## src/design/kne_pkg.sv

```systemverilog
// Shared types and constants for the keypad number entry block.
`timescale 1ns / 1ps

package kne_pkg;

    // What one scan sample stands for.
    typedef enum logic [1:0] {
        KIND_NONE   = 2'd0,
        KIND_DIGIT  = 2'd1,
        KIND_DELETE = 2'd2,
        KIND_ENTER  = 2'd3
    } t_key_kind;

    typedef struct packed {
        t_key_kind  kind;
        logic [3:0] digit;
    } t_key;

    localparam int COL_WIDTH   = 3;
    localparam int ROW_WIDTH   = 4;
    localparam int VALUE_OUT_W = 10;
    localparam int COUNT_OUT_W = 2;
    localparam int S_DATA_W    = 8;
    localparam int M_DATA_W    = 16;

    localparam int DECIMAL_BASE = 10;

    // Divide by ten: floor(v * DIV10_MULT / 2**DIV10_SHIFT) is exact for v below 2**30.
    localparam int          DIV10_SHIFT = 33;
    localparam logic [29:0] DIV10_MULT  = 30'd858993460;

endpackage

```

## src/design/kne_key_decode.sv

```systemverilog
// Keypad scan sample decoder: active-low row and column lines to a key.
`timescale 1ns / 1ps

module kne_key_decode
    import kne_pkg::*;
(
    input  logic [COL_WIDTH-1:0] i_column_lines,
    input  logic [ROW_WIDTH-1:0] i_row_lines,
    output t_key                 o_key
);

    logic [1:0] w_col;   // 1..3, 0 for none
    logic [2:0] w_row;   // 1..4, 0 for none

    // Lowest-numbered active line wins in each group.
    always_comb begin
        priority if (!i_column_lines[0]) w_col = 2'd3;
        else if (!i_column_lines[1])     w_col = 2'd2;
        else if (!i_column_lines[2])     w_col = 2'd1;
        else                             w_col = 2'd0;
    end

    always_comb begin
        priority if (!i_row_lines[0]) w_row = 3'd4;
        else if (!i_row_lines[1])     w_row = 3'd3;
        else if (!i_row_lines[2])     w_row = 3'd2;
        else if (!i_row_lines[3])     w_row = 3'd1;
        else                          w_row = 3'd0;
    end

    always_comb begin
        o_key.kind  = KIND_NONE;
        o_key.digit = 4'd0;
        if (w_row != 3'd0 && w_col != 2'd0) begin
            if (w_row == 3'd4) begin
                unique case (w_col)
                    2'd1:    o_key.kind = KIND_DELETE;
                    2'd2:    o_key.kind = KIND_DIGIT;
                    default: o_key.kind = KIND_ENTER;
                endcase
            end else begin
                // rows 1..3 hold digits (row - 1) * 3 + column
                o_key.kind  = KIND_DIGIT;
                o_key.digit = 4'((w_row - 3'd1) * 3'd3) + 4'(w_col);
            end
        end
    end

endmodule

```

## src/design/kne_entry.sv

```systemverilog
// Number entry state: held-key tracking, decimal accumulate, delete and emit.
`timescale 1ns / 1ps

module kne_entry
    import kne_pkg::*;
#(
    parameter int MAX_DIGITS = 3
) (
    input  logic                   i_clk,
    input  logic                   i_rst_n,
    input  logic                   i_go,
    input  t_key                   i_key,
    output logic                   o_emit,
    output logic [VALUE_OUT_W-1:0] o_entered_value,
    output logic [COUNT_OUT_W-1:0] o_digit_count
);

    localparam int VW = $clog2(10 ** MAX_DIGITS);
    localparam int CW = $clog2(MAX_DIGITS + 1);

    logic [VW-1:0] r_value, n_value;
    logic [CW-1:0] r_digits, n_digits;
    logic          r_held, n_held;

    logic [VW-1:0]    w_appended;
    logic [CW-1:0]    w_digits_inc;
    logic [VW+29:0]   w_div_prod;
    logic [VW-1:0]    w_div10;
    logic [VW-1:0]    w_res_value;
    logic [CW-1:0]    w_res_digits;
    logic [VW+9:0]    w_value_ext;
    logic [CW+1:0]    w_count_ext;

    assign w_appended   = VW'(r_value * VW'(DECIMAL_BASE) + VW'(i_key.digit));
    assign w_digits_inc = r_digits + CW'(1);
    assign w_div_prod   = (VW + 30)'(r_value) * (VW + 30)'(DIV10_MULT);
    assign w_div10      = VW'(w_div_prod >> DIV10_SHIFT);

    always_comb begin
        n_value      = r_value;
        n_digits     = r_digits;
        n_held       = r_held;
        o_emit       = 1'b0;
        w_res_value  = r_value;
        w_res_digits = r_digits;
        if (i_go) begin
            unique case (i_key.kind)
                KIND_NONE: n_held = 1'b0;
                KIND_ENTER: begin
                    if (!r_held) begin
                        n_held   = 1'b1;
                        o_emit   = 1'b1;
                        n_value  = '0;
                        n_digits = '0;
                    end
                end
                KIND_DELETE: begin
                    if (!r_held) begin
                        n_held  = 1'b1;
                        n_value = w_div10;
                        if (r_digits != '0) n_digits = r_digits - CW'(1);
                    end
                end
                KIND_DIGIT: begin
                    if (!r_held) begin
                        n_held       = 1'b1;
                        w_res_value  = w_appended;
                        w_res_digits = w_digits_inc;
                        if (w_digits_inc >= CW'(MAX_DIGITS)) begin
                            o_emit   = 1'b1;
                            n_value  = '0;
                            n_digits = '0;
                        end else begin
                            n_value  = w_appended;
                            n_digits = w_digits_inc;
                        end
                    end
                end
                default: n_held = r_held;
            endcase
        end
    end

    // Mask the result to the output field widths.
    assign w_value_ext     = (VW + 10)'(w_res_value);
    assign w_count_ext     = (CW + 2)'(w_res_digits);
    assign o_entered_value = w_value_ext[VALUE_OUT_W-1:0];
    assign o_digit_count   = w_count_ext[COUNT_OUT_W-1:0];

    always_ff @(posedge i_clk) begin
        if (!i_rst_n) begin
            r_value  <= '0;
            r_digits <= '0;
            r_held   <= 1'b0;
        end else begin
            r_value  <= n_value;
            r_digits <= n_digits;
            r_held   <= n_held;
        end
    end

endmodule

```

## src/design/keypad_number_entry.sv

```systemverilog
// Top level: numeric entry from 4x3 matrix keypad scan samples over stream ports.
// A transferred sample is held in the input stage, then decoded and applied once the result
//   stage is free or draining; its result (if any) is registered there for the master port.
// Throughput: one sample per cycle unless the master port stalls the result stage.
// Reset (synchronous, i_rst_n low): empty entry, no key held, both stages empty.
`timescale 1ns / 1ps

module keypad_number_entry
    import kne_pkg::*;
#(
    parameter int MAX_DIGITS = 3
) (
    input  logic                i_clk,
    input  logic                i_rst_n,
    // s_axis: [2:0] column_lines, [6:3] row_lines, [7] zero
    input  logic                s_axis_tvalid,
    output logic                s_axis_tready,
    input  logic [S_DATA_W-1:0] s_axis_tdata,
    // m_axis: [9:0] entered_value, [11:10] digit_count, [15:12] zero
    output logic                m_axis_tvalid,
    input  logic                m_axis_tready,
    output logic [M_DATA_W-1:0] m_axis_tdata
);

    // Input stage: holds one sample until the result side can take it.
    logic                 r_in_valid;
    logic [COL_WIDTH-1:0] r_column_lines;
    logic [ROW_WIDTH-1:0] r_row_lines;

    // Result stage.
    logic                   r_out_valid;
    logic [VALUE_OUT_W-1:0] r_entered_value;
    logic [COUNT_OUT_W-1:0] r_digit_count;

    logic                   w_go;
    t_key                   w_key;
    logic                   w_emit;
    logic [VALUE_OUT_W-1:0] w_entered_value;
    logic [COUNT_OUT_W-1:0] w_digit_count;

    // Apply the held sample whenever the result register is free or being drained.
    assign w_go          = r_in_valid && (!r_out_valid || m_axis_tready);
    assign s_axis_tready = !r_in_valid || w_go;

    kne_key_decode u_decode (
        .i_column_lines (r_column_lines),
        .i_row_lines    (r_row_lines),
        .o_key          (w_key)
    );

    kne_entry #(
        .MAX_DIGITS (MAX_DIGITS)
    ) u_entry (
        .i_clk           (i_clk),
        .i_rst_n         (i_rst_n),
        .i_go            (w_go),
        .i_key           (w_key),
        .o_emit          (w_emit),
        .o_entered_value (w_entered_value),
        .o_digit_count   (w_digit_count)
    );

    // Capture a new sample on every input transfer.
    always_ff @(posedge i_clk) begin
        if (!i_rst_n) begin
            r_in_valid <= 1'b0;
        end else if (s_axis_tready) begin
            r_in_valid <= s_axis_tvalid;
        end
    end

    always_ff @(posedge i_clk) begin
        if (s_axis_tvalid && s_axis_tready) begin
            r_column_lines <= s_axis_tdata[COL_WIDTH-1:0];
            r_row_lines    <= s_axis_tdata[COL_WIDTH+ROW_WIDTH-1:COL_WIDTH];
        end
    end

    // Load the result register when a sample is applied; drop it once transferred.
    always_ff @(posedge i_clk) begin
        if (!i_rst_n) begin
            r_out_valid <= 1'b0;
        end else if (w_go) begin
            r_out_valid <= w_emit;
        end else if (m_axis_tready) begin
            r_out_valid <= 1'b0;
        end
    end

    always_ff @(posedge i_clk) begin
        if (w_go && w_emit) begin
            r_entered_value <= w_entered_value;
            r_digit_count   <= w_digit_count;
        end
    end

    assign m_axis_tvalid = r_out_valid;
    assign m_axis_tdata  = {{(M_DATA_W - VALUE_OUT_W - COUNT_OUT_W){1'b0}},
                            r_digit_count, r_entered_value};

endmodule

```

## config.mk

```make
export PLATFORM = sky130hd
export DESIGN_NAME = keypad_number_entry
export DESIGN_NICKNAME = d
export VERILOG_FILES = /design/src/design/kne_pkg.sv /design/src/design/kne_key_decode.sv /design/src/design/kne_entry.sv /design/src/design/keypad_number_entry.sv
export SDC_FILE = /design/constraint.sdc
export NUM_CORES = 1
export LEC_CHECK = 0
export ABC_AREA = 1
export BUFFER_PORTS_ARGS = -buffer_cell sky130_fd_sc_hd__clkbuf_2
export CORE_AREA = 4 4 93 95
export CTS_BUF_LIST = sky130_fd_sc_hd__clkbuf_8
export DETAILED_ROUTE_END_ITERATION = 10
export DIE_AREA = 0 0 97 99
export PLACE_DENSITY = 0.85
export SYNTH_ARGS = -nofsm -noshare
export SYNTH_HDL_FRONTEND = slang
export SYNTH_SLANG_ARGS = --single-unit
```

## constraint.sdc

```tcl
create_clock -name i_clk -period 5.5 [get_ports i_clk]
set_input_delay 0.275 -clock i_clk [delete_from_list [all_inputs] [get_ports i_clk]]
set_output_delay 0.275 -clock i_clk [all_outputs]
set_load 0.005 [all_outputs]
```

==> run_results.csv <==
group,metric,value,unit
route,antenna_left,0,
worst_setup_path,path_depth,19,
global_routing,grt_max_degree,16,
worst_setup_path,worstPathCellList,"inv_1, ha_1, fa_1, fa_1, fa_1, inv_1, fa_1, ha_1, nand2_1, inv_1, nand2_1, inv_1, nand3_1, nor2_1, nand4_1, nand3_1, nand2_1, nand3_1, a21oi_2",
worst_setup_path,crit_start,"u_entry.r_value[8]",
power_and_ir_drop,clkPwrFrac,32.0,%
die,die_width,97,µm
finish,drive_above_1_share,7.05,%
clocking,cts_tree,"yes",
die,die_h,99,µm
die,start_util,63.0,%
sta,grt_setup_unrepaired,"no",
sta,min_period_over_period,92.3,%
worst_setup_path,r2r_end,"u_entry.r_value[6]",
logic_synthesis,yosysSeqAreaShare,17.9,%
sta,slew_viol_final,0,
sta,hold-worst-slack,0.157,ns
clocking,post_cts_buffers,0,
logic_synthesis,avgSynthCellArea,7.64,µm²
status,outcome,"complete, no violations",
worst_setup_path,cp_top_family,"adder cells",
route,route.detailed.drc,0,
sta,setup_viol,0,
worst_setup_path,ff2ff_setup_slack,0.42,ns
worst_setup_path,arrival,5.24,ns
place,io_buffers,24,
finish,fillers,627,
route,drtIter0Drc,355,
route,num_vias,4261,
worst_setup_path,crit_slowest_cell,"fa_1",
clocking,cts_max_path_buffers,2,
power_and_ir_drop,switching_share,28.3,%
worst_setup_path,cpPeakStageDelay,0.66,ns
logic_synthesis,ys_warn_count,0,
clocking,clk_pin_slew,0.07,ns
sta,slew_headroom,62.9,%
die,dieArea,9600,µm²
global_routing,gr-usage-all-layers,24.1,%
global_routing,grt_pass1_wl,19100,µm
clocking,insertion_delay,0.29,ns
die,row_count,32,
route,wirelength,11400,µm
finish,nets,804,
logic_synthesis,yosys.cell_types.count,33,
worst_setup_path,r2r_cells,19,
sta,final.setup_skew,0.00792,ns
global_routing,antenna_found_initial,0,
route,viasPerCell,5.54,
global_routing,grt_pass1_vias,4176,
worst_setup_path,worst-path-buf-inv,4,
power_and_ir_drop,p_int,0.393,mW
power_and_ir_drop,power_leakage,2.93,nW
die,pin_count,30,
place,dpl.hpwl,9630,µm
worst_setup_path,path_class,"reg -> reg",
sta,hold_viol_final,0,
finish,final_core_utilization,67.1,%
die,core_area,7730,µm²
run,drv_cap,0,
clocking,cts_hold_buffers,0,
clocking,cts_resized,0,
clocking,ctsHtreeMaxLevel,2,
worst_hold_path,hold_path.class,"in -> reg",
global_routing,grt-ovfl-total,0,
worst_setup_path,worstSetupStartpointType,"flop",
sta,fmax,197,MHz
sta,fin_crit,5.08,ns
worst_setup_path,required,5.66,ns
route,wl_per_cell,14.8,µm
power_and_ir_drop,p_per_area,106,nW/µm²
finish,area_growth_syn_to_layout,6.53,%
clocking,cts_made_buffers,5,
worst_setup_path,path_max_fanout,7,
logic_synthesis,synth_cells,637,
sta,worst_slew_pin_slew,0.556,ns
power_and_ir_drop,p_seq_share,50.6,%
finish,antenna_cells,0,
power_and_ir_drop,peakVddDrop,0.127,mV
place,gp_congestion,0.896,
power_and_ir_drop,p_switching,0.155,mW
finish,layout_commonest_cell,"nand2_1",
route,dr.pass1.iters,5,
finish,mostFrequentLayoutCells,"nand2_1, inv_1, ha_1",
clocking,clockRootBuffer,"clkbuf_8",
power_and_ir_drop,p_comb_share,17.3,%
worst_setup_path,reg2reg_from,"u_entry.r_value[8]",
worst_setup_path,worstSetupEndpoint,"u_entry.r_value[6]",
logic_synthesis,synth_seq_cells,34,
sta,finalSetupTns,0,ns
logic_synthesis,syn-cell-area,4870,µm²
worst_setup_path,crit_path_end_kind,"flop",
clocking,cts_sinks,34,
==> power by group through the flow <==
stage          Clock (mW)  Sequential [mW]  Combinational, mW
2_1_floorplan           0            0.282             0.0733
3_3_place_gp            0            0.283             0.0878
3_5_place_dp            0            0.283             0.0930
4_1_cts             0.176            0.277             0.0941
5_1_grt             0.190            0.278              0.107
6_report            0.175            0.278             0.0951
==> layout make-up <==
cell class              instances  area [µm²]  area share [%]
repair buffers                 27         143            2.75
flip-flops and latches         34         871            16.8
multi-input cells             468        3470            67.0
well taps                     102         128            2.46
inverters                     130         490            9.46
clock inverters                 3        12.5           0.241
clock buffers                   5        68.8            1.33
==> worst min path at each step <==
stage                         start  cells after the start  slack, ns                 to
floorplan           s_axis_tdata[0]                      0       0.37  r_column_lines[0]
global placement    s_axis_tdata[4]                      1       0.45     r_row_lines[1]
detailed placement  s_axis_tdata[6]                      1       0.45     r_row_lines[3]
CTS                 s_axis_tdata[6]                      1       0.16     r_row_lines[3]
global route        s_axis_tdata[2]                      1       0.15  r_column_lines[2]
finish              s_axis_tdata[1]                      1       0.16  r_column_lines[1]
==> synthesized netlist by cell type, drive strengths merged <==
cell | count | share of area (%)
o21a | 4 | 0.62
xnor2 | 6 | 1.1
dfxtp | 15 | 6.2
clkbuf | 3 | 0.23
nand3 | 35 | 3.6
nor2 | 43 | 3.7
inv | 130 | 10
nand3b | 4 | 0.62
edfxtp | 19 | 12
o21bai | 1 | 0.15
nor3 | 6 | 0.62
a21oi | 48 | 5.0
or2 | 6 | 0.82
a21o | 2 | 0.31
o21ai | 27 | 2.8
nand4 | 6 | 0.77
a21boi | 1 | 0.15
nand2 | 137 | 11
fa | 33 | 14
xor2 | 10 | 1.8
ha | 93 | 24
buf | 5 | 0.69
conb | 1 | 0.077
nor4 | 2 | 0.87
==> registers in the layout, indices dropped and copies added, names as in the netlist, 2 cells and up <==
name	cells
u_entry.r_value	10
r_entered_value	10
r_digit_count	2
u_entry.r_digits	2
r_column_lines	3
r_row_lines	4
==> kinds of logic after synthesis <==
| family | Yosys count | share of synthesized area, % |
|---|---|---|
| xor+xnor | 16 | 2.88 |
| other cells | 1 | 0.0771 |
| flops | 34 | 17.9 |
| buf+inv | 138 | 11.0 |
| fa+ha+maj | 126 | 37.5 |
| simple gates | 239 | 21.6 |
| compound gates | 83 | 9.03 |
==> stage by stage <==
stage | setup slack, ns | power (mW) | area, µm² | std cells
detailed placement | 0.519 | 0.376 | 5100 | 761
floorplan | 1.19 | 0.355 | 4880 | 640
global placement | 0.653 | 0.371 | 5100 | 761
CTS | 0.464 | 0.548 | 5180 | 769
global route | 0.191 | 0.575 | 5180 | 769
finish | 0.422 | 0.548 | 5180 | 769
==> worst reg2reg max path, stage by stage (launching register included) <==
cell,delay [ns]
dfxtp_1,0.50
inv_1,0.13
ha_1,0.35
fa_1,0.66
fa_1,0.47
fa_1,0.49
inv_1,0.05
fa_1,0.45
ha_1,0.40
nand2_1,0.13
inv_1,0.10
nand2_1,0.15
inv_1,0.25
nand3_1,0.10
nor2_1,0.19
nand4_1,0.19
nand3_1,0.15
nand2_1,0.06
nand3_1,0.08
a21oi_2,0.05
==> metal layers <==
layer,part of all wire [%],vias up,GRT usage [%]
met2,49,152,41.3
met4,2.3,0,6.26
met1,43,1984,32.1
met5,0,-,0
li1,-,2094,-
met3,5.6,31,3.18
(Power assumes the default switching activity.)
